--- src/rtl/psd_pkg.sv ---
// ---------------------------------------------------------------------------
// PS/2 mouse packet decoder package
// Shared event codes, the packet descriptor and a helper function.
// ---------------------------------------------------------------------------
package psd_pkg;

    // Event kinds carried on the result channel.
    localparam logic [1:0] KIND_MOVE = 2'd0;
    localparam logic [1:0] KIND_DOWN = 2'd1;
    localparam logic [1:0] KIND_UP   = 2'd2;

    // Controller status bits that qualify a byte.
    localparam int STAT_READY_BIT = 0;
    localparam int STAT_AUX_BIT   = 5;

    // Packet header layout.
    localparam int HDR_XSIGN_BIT = 4;
    localparam int HDR_YSIGN_BIT = 5;
    localparam int BTN_BITS      = 3;

    // Byte slots within a packet.
    localparam logic [1:0] POS_HEADER = 2'd0;
    localparam logic [1:0] POS_XBYTE  = 2'd1;
    localparam logic [1:0] POS_YBYTE  = 2'd2;

    // Depth of the descriptor queue between front and back.
    localparam int QDEPTH = 2;
    localparam int QAW    = $clog2(QDEPTH);
    localparam int QCW    = $clog2(QDEPTH + 1);

    // One decoded packet: the work the back end has to serialize.
    typedef struct packed {
        logic                  move;
        logic signed [8:0]     dx;
        logic signed [9:0]     dy;
        logic [BTN_BITS-1:0]   press;
        logic [BTN_BITS-1:0]   release_m;
    } t_pkt;

    // Index of the single set bit in a one-hot button vector.
    function automatic logic [1:0] f_btn_index(input logic [BTN_BITS-1:0] onehot);
        logic [1:0] idx;
        idx = 2'd0;
        if (onehot[1]) begin
            idx = 2'd1;
        end
        if (onehot[2]) begin
            idx = 2'd2;
        end
        return idx;
    endfunction

endpackage

--- src/rtl/psd_if.sv ---
// ---------------------------------------------------------------------------
// PS/2 mouse packet decoder channel interfaces
// Valid/ready channels for controller bytes in and mouse events out.
// ---------------------------------------------------------------------------
interface psd_in_if;
    logic       valid;
    logic       ready;
    logic [7:0] status_byte;
    logic [7:0] data_byte;

    modport source (output valid, output status_byte, output data_byte, input ready);
    modport sink   (input valid, input status_byte, input data_byte, output ready);
endinterface

interface psd_out_if;
    logic              valid;
    logic              ready;
    logic [1:0]        event_kind;
    logic signed [8:0] delta_x;
    logic signed [9:0] delta_y;
    logic [1:0]        button_index;
    logic              last;

    modport source (output valid, output event_kind, output delta_x, output delta_y,
                    output button_index, output last, input ready);
    modport sink   (input valid, input event_kind, input delta_x, input delta_y,
                    input button_index, input last, output ready);
endinterface

--- src/rtl/psd_front.sv ---
// ---------------------------------------------------------------------------
// PS/2 mouse packet decoder front end
// Filters controller bytes, assembles packets and builds event descriptors.
// ---------------------------------------------------------------------------
module psd_front import psd_pkg::*; #(
    parameter int BUTTON_COUNT = 3
) (
    input  logic         i_clk,
    input  logic         i_rst_n,
    psd_in_if.sink       i_in,
    input  logic         i_q_full,
    output logic         o_push,
    output t_pkt         o_pkt
);

    localparam logic [BTN_BITS-1:0] BTN_MASK = BTN_BITS'((1 << BUTTON_COUNT) - 1);

    logic [1:0]          r_pos;
    logic [7:0]          r_hdr;
    logic [7:0]          r_xb;
    logic [BTN_BITS-1:0] r_btn;

    logic                take;
    logic                third;
    logic [BTN_BITS-1:0] btn_new;
    logic [BTN_BITS-1:0] changed;

    // A transaction is taken whenever the queue has room.
    assign i_in.ready = !i_q_full;
    assign take = i_in.valid && i_in.ready && i_in.status_byte[STAT_READY_BIT]
                  && i_in.status_byte[STAT_AUX_BIT];
    assign third = take && (r_pos != POS_HEADER) && (r_pos != POS_XBYTE);

    // Decode a completed packet from the stored header, x byte and incoming y byte.
    always_comb begin
        btn_new           = r_hdr[BTN_BITS-1:0];
        changed           = (btn_new ^ r_btn) & BTN_MASK;
        o_pkt.move        = (r_xb != 8'd0) || (i_in.data_byte != 8'd0);
        o_pkt.dx          = {r_hdr[HDR_XSIGN_BIT], r_xb};
        o_pkt.dy          = 10'sd0 - {r_hdr[HDR_YSIGN_BIT], r_hdr[HDR_YSIGN_BIT],
                                      i_in.data_byte};
        o_pkt.press       = changed & btn_new;
        o_pkt.release_m   = changed & r_btn;
        o_push            = third && (o_pkt.move || (changed != '0));
    end

    // Packet position and stored buttons.
    always_ff @(posedge i_clk) begin
        if (!i_rst_n) begin
            r_pos <= POS_HEADER;
            r_btn <= '0;
        end else if (take) begin
            unique case (r_pos)
                POS_HEADER: r_pos <= POS_XBYTE;
                POS_XBYTE:  r_pos <= POS_YBYTE;
                default: begin
                    r_pos <= POS_HEADER;
                    r_btn <= btn_new;
                end
            endcase
        end
    end

    // Packet bytes need no reset.
    always_ff @(posedge i_clk) begin
        if (take && (r_pos == POS_HEADER)) begin
            r_hdr <= i_in.data_byte;
        end
        if (take && (r_pos == POS_XBYTE)) begin
            r_xb <= i_in.data_byte;
        end
    end

    // The position counter only walks through the three byte slots.
    a_pos_range: assert property (@(posedge i_clk) disable iff (!i_rst_n)
        r_pos <= POS_YBYTE) else $error("packet position out of range");

    // A push never asks a button to go down and up at once.
    a_push_disjoint: assert property (@(posedge i_clk) disable iff (!i_rst_n)
        o_push |-> ((o_pkt.press & o_pkt.release_m) == '0))
        else $error("button both pressed and released");

endmodule

--- src/rtl/psd_queue.sv ---
// ---------------------------------------------------------------------------
// PS/2 mouse packet decoder descriptor queue
// Small FIFO that decouples packet decode from event serialization.
// ---------------------------------------------------------------------------
module psd_queue import psd_pkg::*; (
    input  logic i_clk,
    input  logic i_rst_n,
    input  logic i_push,
    input  t_pkt i_pkt,
    input  logic i_pop,
    output logic o_full,
    output logic o_valid,
    output t_pkt o_pkt
);

    t_pkt           r_mem [QDEPTH];
    logic [QAW-1:0] r_wp;
    logic [QAW-1:0] r_rp;
    logic [QCW-1:0] r_cnt;

    assign o_full  = (r_cnt == QCW'(QDEPTH));
    assign o_valid = (r_cnt != '0);
    assign o_pkt   = r_mem[r_rp];

    // Pointers and fill count.
    always_ff @(posedge i_clk) begin
        if (!i_rst_n) begin
            r_wp  <= '0;
            r_rp  <= '0;
            r_cnt <= '0;
        end else begin
            if (i_push) begin
                r_wp <= r_wp + 1'b1;
            end
            if (i_pop) begin
                r_rp <= r_rp + 1'b1;
            end
            r_cnt <= r_cnt + QCW'(i_push) - QCW'(i_pop);
        end
    end

    // Descriptor storage.
    always_ff @(posedge i_clk) begin
        if (i_push) begin
            r_mem[r_wp] <= i_pkt;
        end
    end

    a_no_overflow: assert property (@(posedge i_clk) disable iff (!i_rst_n)
        !(i_push && o_full)) else $error("descriptor queue overflow");

    a_no_underflow: assert property (@(posedge i_clk) disable iff (!i_rst_n)
        !(i_pop && !o_valid)) else $error("descriptor queue underflow");

endmodule

--- src/rtl/psd_back.sv ---
// ---------------------------------------------------------------------------
// PS/2 mouse packet decoder back end
// Serializes a descriptor into move and button events, one per cycle if ready.
// ---------------------------------------------------------------------------
module psd_back import psd_pkg::*; (
    input  logic       i_clk,
    input  logic       i_rst_n,
    input  logic       i_q_valid,
    input  t_pkt       i_q_pkt,
    output logic       o_pop,
    psd_out_if.source  o_out
);

    logic                r_busy;
    logic                r_mv;
    logic signed [8:0]   r_dx;
    logic signed [9:0]   r_dy;
    logic [BTN_BITS-1:0] r_pr;
    logic [BTN_BITS-1:0] r_rl;

    logic                r_ovld;
    logic [1:0]          r_kind;
    logic signed [8:0]   r_odx;
    logic signed [9:0]   r_ody;
    logic [1:0]          r_idx;
    logic                r_last;

    logic                emit;
    logic [BTN_BITS-1:0] pend;
    logic [BTN_BITS-1:0] sel;
    logic                ev_last;
    logic [1:0]          ev_kind;

    // Pick the next event: motion first, then buttons in ascending order.
    always_comb begin
        pend = r_pr | r_rl;
        sel  = pend & (~pend + 1'b1);
        if (r_mv) begin
            ev_kind = KIND_MOVE;
            ev_last = (pend == '0);
        end else begin
            ev_kind = ((sel & r_pr) != '0) ? KIND_DOWN : KIND_UP;
            ev_last = ((pend & ~sel) == '0);
        end
    end

    assign emit  = r_busy && (!r_ovld || o_out.ready);
    assign o_pop = i_q_valid && (!r_busy || (emit && ev_last));

    // Working descriptor.
    always_ff @(posedge i_clk) begin
        if (!i_rst_n) begin
            r_busy <= 1'b0;
        end else if (o_pop) begin
            r_busy <= 1'b1;
        end else if (emit && ev_last) begin
            r_busy <= 1'b0;
        end
    end

    always_ff @(posedge i_clk) begin
        if (o_pop) begin
            r_mv <= i_q_pkt.move;
            r_dx <= i_q_pkt.dx;
            r_dy <= i_q_pkt.dy;
            r_pr <= i_q_pkt.press;
            r_rl <= i_q_pkt.release_m;
        end else if (emit) begin
            if (r_mv) begin
                r_mv <= 1'b0;
            end else begin
                r_pr <= r_pr & ~sel;
                r_rl <= r_rl & ~sel;
            end
        end
    end

    // Output register.
    always_ff @(posedge i_clk) begin
        if (!i_rst_n) begin
            r_ovld <= 1'b0;
        end else if (emit) begin
            r_ovld <= 1'b1;
        end else if (o_out.ready) begin
            r_ovld <= 1'b0;
        end
    end

    always_ff @(posedge i_clk) begin
        if (emit) begin
            r_kind <= ev_kind;
            r_last <= ev_last;
            r_odx  <= r_mv ? r_dx : 9'sd0;
            r_ody  <= r_mv ? r_dy : 10'sd0;
            r_idx  <= r_mv ? 2'd0 : f_btn_index(sel);
        end
    end

    assign o_out.valid        = r_ovld;
    assign o_out.event_kind   = r_kind;
    assign o_out.delta_x      = r_odx;
    assign o_out.delta_y      = r_ody;
    assign o_out.button_index = r_idx;
    assign o_out.last         = r_last;

    // A busy working slot always has at least one event left.
    a_busy_work: assert property (@(posedge i_clk) disable iff (!i_rst_n)
        r_busy |-> (r_mv || (pend != '0))) else $error("busy with no pending event");

    // Button events never carry motion.
    a_btn_zero: assert property (@(posedge i_clk) disable iff (!i_rst_n)
        (r_ovld && (r_kind != KIND_MOVE)) |-> ((r_odx == 9'sd0) && (r_ody == 10'sd0)))
        else $error("button event with nonzero delta");

endmodule

--- src/rtl/ps2_mouse_packet_decoder.sv ---
// ---------------------------------------------------------------------------
// PS/2 mouse packet decoder
// Turns controller status/data byte pairs into move and button events.
// ---------------------------------------------------------------------------
// A packet's first event passes the descriptor queue, the working descriptor and
// the output register. Throughput: one byte per cycle in; one event per cycle
// out while the receiver is ready, up to four per packet, serialized by the back
// end from a two-entry descriptor queue. Input ready drops only while it is full.
// Reset is synchronous and active low; it clears the packet position, the stored
// buttons and all valid flags. No memory clearing pass is needed.
module ps2_mouse_packet_decoder import psd_pkg::*; #(
    parameter int BUTTON_COUNT = 3
) (
    input  logic       i_clk,
    input  logic       i_rst_n,
    psd_in_if.sink     i_in,
    psd_out_if.source  o_out
);

    logic q_full;
    logic q_valid;
    logic push;
    logic pop;
    t_pkt push_pkt;
    t_pkt head_pkt;

    // Packet assembly and classification.
    psd_front #(
        .BUTTON_COUNT (BUTTON_COUNT)
    ) u_front (
        .i_clk    (i_clk),
        .i_rst_n  (i_rst_n),
        .i_in     (i_in),
        .i_q_full (q_full),
        .o_push   (push),
        .o_pkt    (push_pkt)
    );

    // Descriptor queue.
    psd_queue u_queue (
        .i_clk   (i_clk),
        .i_rst_n (i_rst_n),
        .i_push  (push),
        .i_pkt   (push_pkt),
        .i_pop   (pop),
        .o_full  (q_full),
        .o_valid (q_valid),
        .o_pkt   (head_pkt)
    );

    // Event serialization.
    psd_back u_back (
        .i_clk     (i_clk),
        .i_rst_n   (i_rst_n),
        .i_q_valid (q_valid),
        .i_q_pkt   (head_pkt),
        .o_pop     (pop),
        .o_out     (o_out)
    );

endmodule

--- src/flat_wrapper.sv ---
// flat-port wrapper written by rule: the top's interface ports become plain ports
module ps2_mouse_packet_decoder_flat import psd_pkg::*;
#(
    parameter int BUTTON_COUNT = 3
)
  (i_clk, i_rst_n, i_in_valid, i_in_status_byte, i_in_data_byte, i_in_ready, o_out_valid, o_out_event_kind, o_out_delta_x, o_out_delta_y, o_out_button_index, o_out_last, o_out_ready);
  psd_in_if i_in_i ();
  psd_out_if o_out_i ();
  input  logic i_clk;
  input  logic i_rst_n;
  input wire logic [$bits(i_in_i.valid)-1:0] i_in_valid;
  input wire logic [$bits(i_in_i.status_byte)-1:0] i_in_status_byte;
  input wire logic [$bits(i_in_i.data_byte)-1:0] i_in_data_byte;
  output wire logic [$bits(i_in_i.ready)-1:0] i_in_ready;
  output wire logic [$bits(o_out_i.valid)-1:0] o_out_valid;
  output wire logic [$bits(o_out_i.event_kind)-1:0] o_out_event_kind;
  output wire logic [$bits(o_out_i.delta_x)-1:0] o_out_delta_x;
  output wire logic [$bits(o_out_i.delta_y)-1:0] o_out_delta_y;
  output wire logic [$bits(o_out_i.button_index)-1:0] o_out_button_index;
  output wire logic [$bits(o_out_i.last)-1:0] o_out_last;
  input wire logic [$bits(o_out_i.ready)-1:0] o_out_ready;
  assign i_in_i.valid = i_in_valid;
  assign i_in_i.status_byte = i_in_status_byte;
  assign i_in_i.data_byte = i_in_data_byte;
  assign i_in_ready = i_in_i.ready;
  assign o_out_valid = o_out_i.valid;
  assign o_out_event_kind = o_out_i.event_kind;
  assign o_out_delta_x = o_out_i.delta_x;
  assign o_out_delta_y = o_out_i.delta_y;
  assign o_out_button_index = o_out_i.button_index;
  assign o_out_last = o_out_i.last;
  assign o_out_i.ready = o_out_ready;
  ps2_mouse_packet_decoder #(.BUTTON_COUNT(BUTTON_COUNT)) u_core (.i_clk(i_clk), .i_rst_n(i_rst_n), .i_in(i_in_i), .o_out(o_out_i));
endmodule
--- config.mk ---
export PLATFORM = sky130hd
export DESIGN_NAME = ps2_mouse_packet_decoder_flat
export DESIGN_NICKNAME = d
export VERILOG_FILES = /design/src/rtl/psd_pkg.sv /design/src/rtl/psd_if.sv /design/src/rtl/psd_front.sv /design/src/rtl/psd_queue.sv /design/src/rtl/psd_back.sv /design/src/rtl/ps2_mouse_packet_decoder.sv /design/src/flat_wrapper.sv
export SDC_FILE = /design/constraint.sdc
export NUM_CORES = 1
export LEC_CHECK = 0
export CORE_AREA = 2 2 134 84
export DETAILED_ROUTE_END_ITERATION = 12
export DIE_AREA = 0 0 136 86
export DONT_BUFFER_PORTS = 1
export GPL_TIMING_DRIVEN = 0
export PLACE_DENSITY = 0.7
export SLEW_MARGIN = 40
export SYNTH_ARGS = -nofsm -noshare
export SYNTH_HDL_FRONTEND = slang
export SYNTH_SLANG_ARGS = --single-unit
--- constraint.sdc ---
create_clock -name i_clk -period 3.5 [get_ports i_clk]
set_input_delay 0.35 -clock i_clk [delete_from_list [all_inputs] [get_ports i_clk]]
set_output_delay 0.35 -clock i_clk [all_outputs]
set_load 0.01 [all_outputs]
# Word level (Yosys, flattened, before mapping)
# Memory sizes are Yosys's and may differ from the RTL's. A register that Yosys moved wholly into a read port is not among the register bits.
# Cells that the tools add are included.
op_classes:
  n_addsub: 6
  eq_ne: 4
  mux: 21
  bitwise_logic: 12
  reduce_logical: 34
ops:
  columns: ["op", "n"]
  rows:
  - ["$and 3x3->3", 7]
  - ["$mux 3", 6]
  - ["$reduce_bool 8->1", 2]
  - ["$mux 1", 12]
  - ["$logic_and 1x1->1", 11]
  - ["$reduce_bool 2->1", 5]
  - ["$sub 1x9->10 const A", 1]
  - ["$logic_not 3->1", 2]
  - ["$not 3->3", 2]
  - ["$reduce_bool 3->1", 2]
  - ["$logic_or 1x1->1", 4]
  - ["$mux 2", 2]
  - ["$ne 2x1->1 const B", 2]
  - ["$pmux 2 s2", 1]
  - ["$reduce_and 2->1", 2]
  - ["$reduce_or 2->1", 2]
  - ["$add 3x1->3 const B", 1]
  - ["$logic_not 1->1", 3]
  - ["$or 3x3->3", 1]
  - ["$xor 3x3->3", 1]
  - ["$add 1x1->1 const B", 2]
  - ["$add 2x1->2", 1]
  - ["$eq 2x1->1 const B", 1]
  - ["$eq 2x2->1 const B", 1]
  - ["other kinds (3)", 3]
word_totals:
  regBits: 75
  ram_bits: 52
  input_bits: 20
  output_inout_bits: 26
  memories: 1
memory_table:
  columns: ["memory", "depth", "width", "rd", "rd_clocked_by_memory_dff", "wr", "line", "rtl"]
  rows:
  - ["u_core.u_queue.r_mem", 2, 26, 1, 1, 1, "psd_queue.sv:16", "t_pkt r_mem [QDEPTH];"]

# Logic depth before layout (Yosys ltp)
logic_depth:
  depth_word: 13
  depth_mapped: 11
  mapped_depth_nobuf: 11

# Modules after synthesis
# Synthesis repeated with hierarchy kept, for this count alone.
hier_totals:
  hier_cells: 304
  hier_area_um2: 5087.4
modules_own_cells:
  columns: ["module", "instances", "cells_each", "area_per_inst_um2"]
  rows:
  - ["psd_queue", 1, 102, 2208.4]
  - ["psd_back", 1, 124, 1971.9]
  - ["psd_front", 1, 78, 907.1]

# Worst setup path before layout
# Ideal clock, no wire load.
synth_timing:
  path_kind: "register -> register"
  start: "register u_core.u_front.r_hdr[1]"
  end: "memory u_core.u_queue.r_mem[0][0] (netlist bit) (enable)"
  arrival_time_ns: 2.693
  path_slack_ns: 0.365
  stages_incl_launch_ff: 6
  synth_period_minus_slack_ns: 3.135
  path_cell_list: "edfxtp_1 -> inv_1 -> ha_1 -> nand3_1 -> nor3_1 -> nor3_1"
synth_between:
  elab_chain_len: 6
synth_lines:
  columns: ["item", "line", "rtl"]
  rows:
  - ["from (decl)", "psd_front.sv:19", "logic [7:0] r_hdr;"]
  - ["from (signal assigned)", "psd_front.sv:67", "r_hdr <= i_in.data_byte;"]
  - ["$xor 3x3->3", "psd_front.sv:37", "changed = (btn_new ^ r_btn) & BTN_MASK;"]
  - ["$reduce_bool 3->1", "psd_front.sv:44", "o_push = third && (o_pkt.move || (changed != '0));"]
  - ["$logic_or 1x1->1", "psd_front.sv:44", null]
  - ["$logic_and 1x1->1", "psd_front.sv:44", null]
  - ["$mux 1", "psd_queue.sv:44", "if (i_push) begin"]
  - ["$mux 1 (not written as such)", "psd_queue.sv:45", "r_mem[r_wp] <= i_pkt;"]
  - ["to (decl)", "psd_queue.sv:16", null]
# No other way between the ends.

# Final worst setup path
layout_timing:
  start: "register u_core.u_back.r_rl[0]"
  end: "register u_core.u_queue.r_cnt[1]"
layout_between:
  elab_chain_len: 12
  elab_cells_between_ends: 13
  cone_classes: "add/sub (2); mux (1); bitwise (5); reduce/logical (5)"
layout_lines:
  columns: ["item", "line", "rtl"]
  rows:
  - ["from (decl)", "psd_back.sv:19", "logic [BTN_BITS-1:0] r_rl;"]
  - ["from (signal assigned)", "psd_back.sv:67", "r_rl <= i_q_pkt.release_m;"]
  - ["from (signal assigned)", "psd_back.sv:73", "r_rl <= r_rl & ~sel;"]
  - ["$or 3x3->3 *", "psd_back.sv:36", "pend = r_pr | r_rl;"]
  - ["$not 3->3", "psd_back.sv:37", "sel = pend & (~pend + 1'b1);"]
  - ["$add 3x1->3", "psd_back.sv:37", null]
  - ["$and 3x3->3", "psd_back.sv:37", null]
  - ["$not 3->3", "psd_back.sv:43", "ev_last = ((pend & ~sel) == '0);"]
  - ["$and 3x3->3", "psd_back.sv:43", null]
  - ["$logic_not 3->1", "psd_back.sv:43", null]
  - ["$mux 1 *", "psd_back.sv:38", "if (r_mv) begin"]
  - ["$logic_and 1x1->1 *", "psd_back.sv:48", "assign o_pop = i_q_valid && (!r_busy || (emit && ev_last));"]
  - ["$logic_or 1x1->1 *", "psd_back.sv:48", null]
  - ["$logic_and 1x1->1 *", "psd_back.sv:48", null]
  - ["via u_core.pop", "ps2_mouse_packet_decoder.sv:23", "logic pop;"]
  - ["$sub 2x1->2 *", "psd_queue.sv:38", "r_cnt <= r_cnt + QCW'(i_push) - QCW'(i_pop);"]
  - ["to (signal assigned)", "psd_queue.sv:38", null]
  - ["to (decl)", "psd_queue.sv:19", "logic [QCW-1:0] r_cnt;"]
# The timed path passes the listed nets; every way through them passes the cells marked *.
# A chain may end at the register's enable or synchronous reset.

==> flow_summary_export.csv <==
group,metric,value,unit
floorplanning,die_h,86,um
final_layout,mostFrequentLayoutCells,"115 x edfxtp_1, 23 x and2_1, 20 x mux2_2",
cts,cts.clk_slew.worst_paths,0.05,ns
worst_hold_path,whs_path_depth,0,
critical_path,path_depth,10,
floorplanning,core-area,0.01038,mm2
cts,post_cts_resize_count,0,
synth,synth_area_per_cell,16.31,um2
final_layout,syn2layout_area_growth,16.78,%
pwr,p_sw,1.285,mW
drt,drt-total-wl,8630,um
grt,track_usage,16.23,%
critical_path,cp_num_buf_inv,2,
synth,syn_inst,303,
timing,finalSetupViolations,0,
grt,grt_pass1_vias,2470,
final_layout,drive_gt1_share,20.41,%
timing,tightest_slew,0.7091,ns
place,place_area,0.005191,mm2
final_layout,instances_no_fill,482,
worst_hold_path,hold_end,"u_core.u_front.r_xb[7]",
critical_path,slowest_delay,0.51,ns
synth,synth_nets,332,
synth,synth-seq-cells,127,
timing,finClkSkew,0.009013,ns
cts,cts-root-buf,"clkbuf_16",
final_layout,diodes,0,
place,dp_hpwl,5655,um
critical_path,crit_family,"simple AND/OR/NAND/NOR gates",
pwr,p_int,3.484,mW
pwr,powerDensity,826.3,mW/mm2
pwr,peakVddDrop,0.3734,mV
final_layout,fin_nets,359,
drt,drc,0,
critical_path,cp_max_fo,26,
timing,fmax,0.3923,GHz
cts,cts_num_sinks,127,
critical_path,r2r_cells,10,
drt,wl_per_cell,17.90,um
critical_path,path_class,"reg -> reg",
timing,min_period_over_period,72.84,%
drt,avgViaCountPerCell,5.143,
final_layout,seqCellArea,0.003694,mm2
outcome,outcome,"complete, no violations",
pwr,p_leak,1.989,nW
final_layout,layout_commonest_cell,"edfxtp_1",
timing,rsz0062_at_grt,"no",
cts,cts_hold_buf,0,
floorplanning,initial_core_util,47.62,%
floorplanning,die_w,136,um
place,preCtsSetupSlack,0.9679,ns
synth,synth_warnings,0,
floorplanning,dieArea,0.01170,mm2
worst_hold_path,worstHoldPathType,"in -> reg",
place,dp_cells,450,
critical_path,rrSetupSlack,0.95,ns
critical_path,timing.rr.start,"u_core.u_back.r_rl[0]",
cts,worstSkewPairLatency,0.42,ns
drt,antenna_left,0,
pwr,pwr-share-comb,16.5,%
timing,fin_tns_setup,0,ns
cts,cts_buffers,17,
floorplanning,rows,29,
cts,clock_path_buffers,2,
critical_path,timing.rr.end,"u_core.u_queue.r_cnt[1]",
cts,post-cts-setup-buffers,0,
timing,setup_slack,0.9507,ns
critical_path,crit_slowest_cell,"edfxtp_1",
critical_path,critPathCaptureType,"flop",
timing,hold_viol,0,
run,cap_violations,0,
drt,drt_iter0_drc,178,
synth,synth_cell_types,38,
pwr,p_clk_share,36.1,%
cts,cts_tree,"built",
place,gp_congestion,0.7694,
grt,overflow,0,
pwr,power_frac_seq,47.4,%
place,portBuffers,0,
final_layout,nFillCells,851,
timing,relSlewSlack,52.52,%
grt,grt_first_pass_wirelength,13390,um
timing,min_period,2.549,ns
drt,drt_first_pass_iters,4,
drt,num_vias,2479,
critical_path,startpoint_type,"flop",
final_layout,fin_util,55.62,%
worst_hold_path,hold_path.startpoint,"i_in_data_byte[7]",
pwr,sw_frac_of_total,26.95,%
synth,ys_seq_area_share,74.73,%
critical_path,worstPathCellList,"nor4_4 -> nand2_1 -> a31o_4 -> clkinv_4 -> ha_1 -> inv_1 -> ha_1 -> xnor2_1 -> xnor2_1 -> and2_1",
grt,grt_antenna_before_repair,0,
critical_path,crit_required,3.80,ns
grt,grt_max_degree,27,
final_layout,multi_input_area,0.001156,mm2
final_layout,final_cell_area,0.005772,mm2
cts,cts_max_level,4,
timing,report.final.slew_viol_count,0,
floorplanning,io_pins,46,
synth,netlist_area,0.004942,mm2
critical_path,arrival,2.85,ns
-- cells by family after synthesis --
family / count (synthesis) / share of synthesized area [%]
fa+ha+maj: 9 / 2.279
mux: 33 / 7.190
flops: 127 / 74.73
compound gates: 20 / 3.190
xor+xnor: 9 / 1.595
buf+inv: 24 / 2.177
simple gates: 81 / 8.835
-- synthesized netlist by cell type --
cell type	count	area, um2
and2_1	23	143.9
o21a_1	2	15.01
clkbuf_1	3	11.26
o31ai_1	1	7.510
nand3_1	5	25.02
or2_4	1	8.760
nor3b_1	1	7.510
o22ai_1	1	6.260
nand2b_1	4	25.02
or3_1	1	6.260
nor2b_1	1	6.260
a21oi_1	2	10.01
nand4_1	2	12.51
xor2_1	3	26.28
nor4_4	1	21.27
nand2_1	18	67.56
nor4_1	4	25.02
edfxtp_1	115	3453
a31oi_1	1	6.260
o2111ai_1	1	8.760
a31o_4	1	17.52
a21boi_0	4	30.03
a21o_1	1	7.510
nor3_1	6	30.03
buf_6	1	11.26
buf_2	4	20.02
clkinv_4	1	8.760
inv_1	15	56.30
and4_1	1	8.760
o311ai_2	1	16.27
o211ai_2	1	12.51
o21ai_0	4	20.02
mux2i_1	13	130.1
ha_1	9	112.6
nor2_1	13	48.80
xnor2_1	6	52.55
mux2_2	20	225.2
dfxtp_1	12	240.2
-- flip-flops by register name, summed over array words and instances, names as in the netlist, 2 cells and up, named ones only --
register,cells
u_core.u_back.o_out.button_index,2
u_core.u_back.o_out.delta_x,9
u_core.u_back.o_out.delta_y,10
u_core.u_back.o_out.event_kind,2
u_core.u_back.r_dx,9
u_core.u_back.r_dy,10
u_core.u_back.r_pr,3
u_core.u_back.r_rl,3
u_core.u_front.r_btn,3
u_core.u_front.r_hdr,5
u_core.u_front.r_pos,2
u_core.u_front.r_xb,8
u_core.u_queue.r_cnt,2
u_core.u_queue.r_mem,52
-- power by group through the flow --
stage          registers [mW]  logic [mW]  clock network [mW]
3_5_place_dp             2.30       0.794                   0
4_1_cts                  2.27       0.800                1.75
2_1_floorplan            2.24       0.614                   0
3_3_place_gp             2.28       0.763                   0
6_report                 2.26       0.786                1.72
5_1_grt                  2.30       0.881                1.82
-- worst register-to-register path: cells and delay by family (launching register included) --
kind | cells | cell delay, ns
adders and majority gates | 2 | 0.43
AOI/OAI and AO/OA | 1 | 0.31
and+or+nand+nor | 3 | 0.70
xor gates and xnor gates | 2 | 0.21
DFF | 1 | 0.51
buffers and inverters | 2 | 0.28
-- worst max path at each step --
stage	start	end	slack, ns
5_1_grt	u_core.u_back.r_rl[0]	u_core.u_queue.r_cnt[1]	0.79
3_3_place_gp	u_core.u_queue.r_cnt[0]	u_core.u_queue.r_mem[0][13]	-0.83
4_1_cts	u_core.u_back.r_rl[0]	u_core.u_queue.r_cnt[1]	0.96
2_1_floorplan	u_core.u_front.r_hdr[1]	u_core.u_queue.r_mem[0][0]	0.37
3_5_place_dp	u_core.u_back.r_rl[0]	u_core.u_queue.r_cnt[1]	0.97
6_report	u_core.u_back.r_rl[0]	u_core.u_queue.r_cnt[1]	0.95
-- cell type report --
cell class                 instances  area share (%)
buffer                             8          0.7370
clock buffer                      20           7.566
clock inverter                    12           2.493
inverter                          16           1.127
multi-input combinational        152           20.03
sequential                       127           63.99
tap                              139           3.013
timing repair buffer               8           1.041
-- through the flow --
stage	power, mW	hold slack (ns)
after floorplan	2.856	0.4215
after global placement	3.044	0.4492
after detailed placement	3.090	0.4492
after CTS	4.816	0.01894
after global routing	4.997	0.006476
final	4.769	0.02863
-- metal layers --
metal / GRT usage, % / vias up / part of all wire, %
met1: 22.06 / 1224 / 49
li1: - / 1177 / -
met5: 0 / - / 0
met2: 22.61 / 67 / 43
met4: 6.913 / 0 / 1.2
met3: 7.270 / 11 / 7.1
No activity file was read; power rests on OpenSTA's default activity.
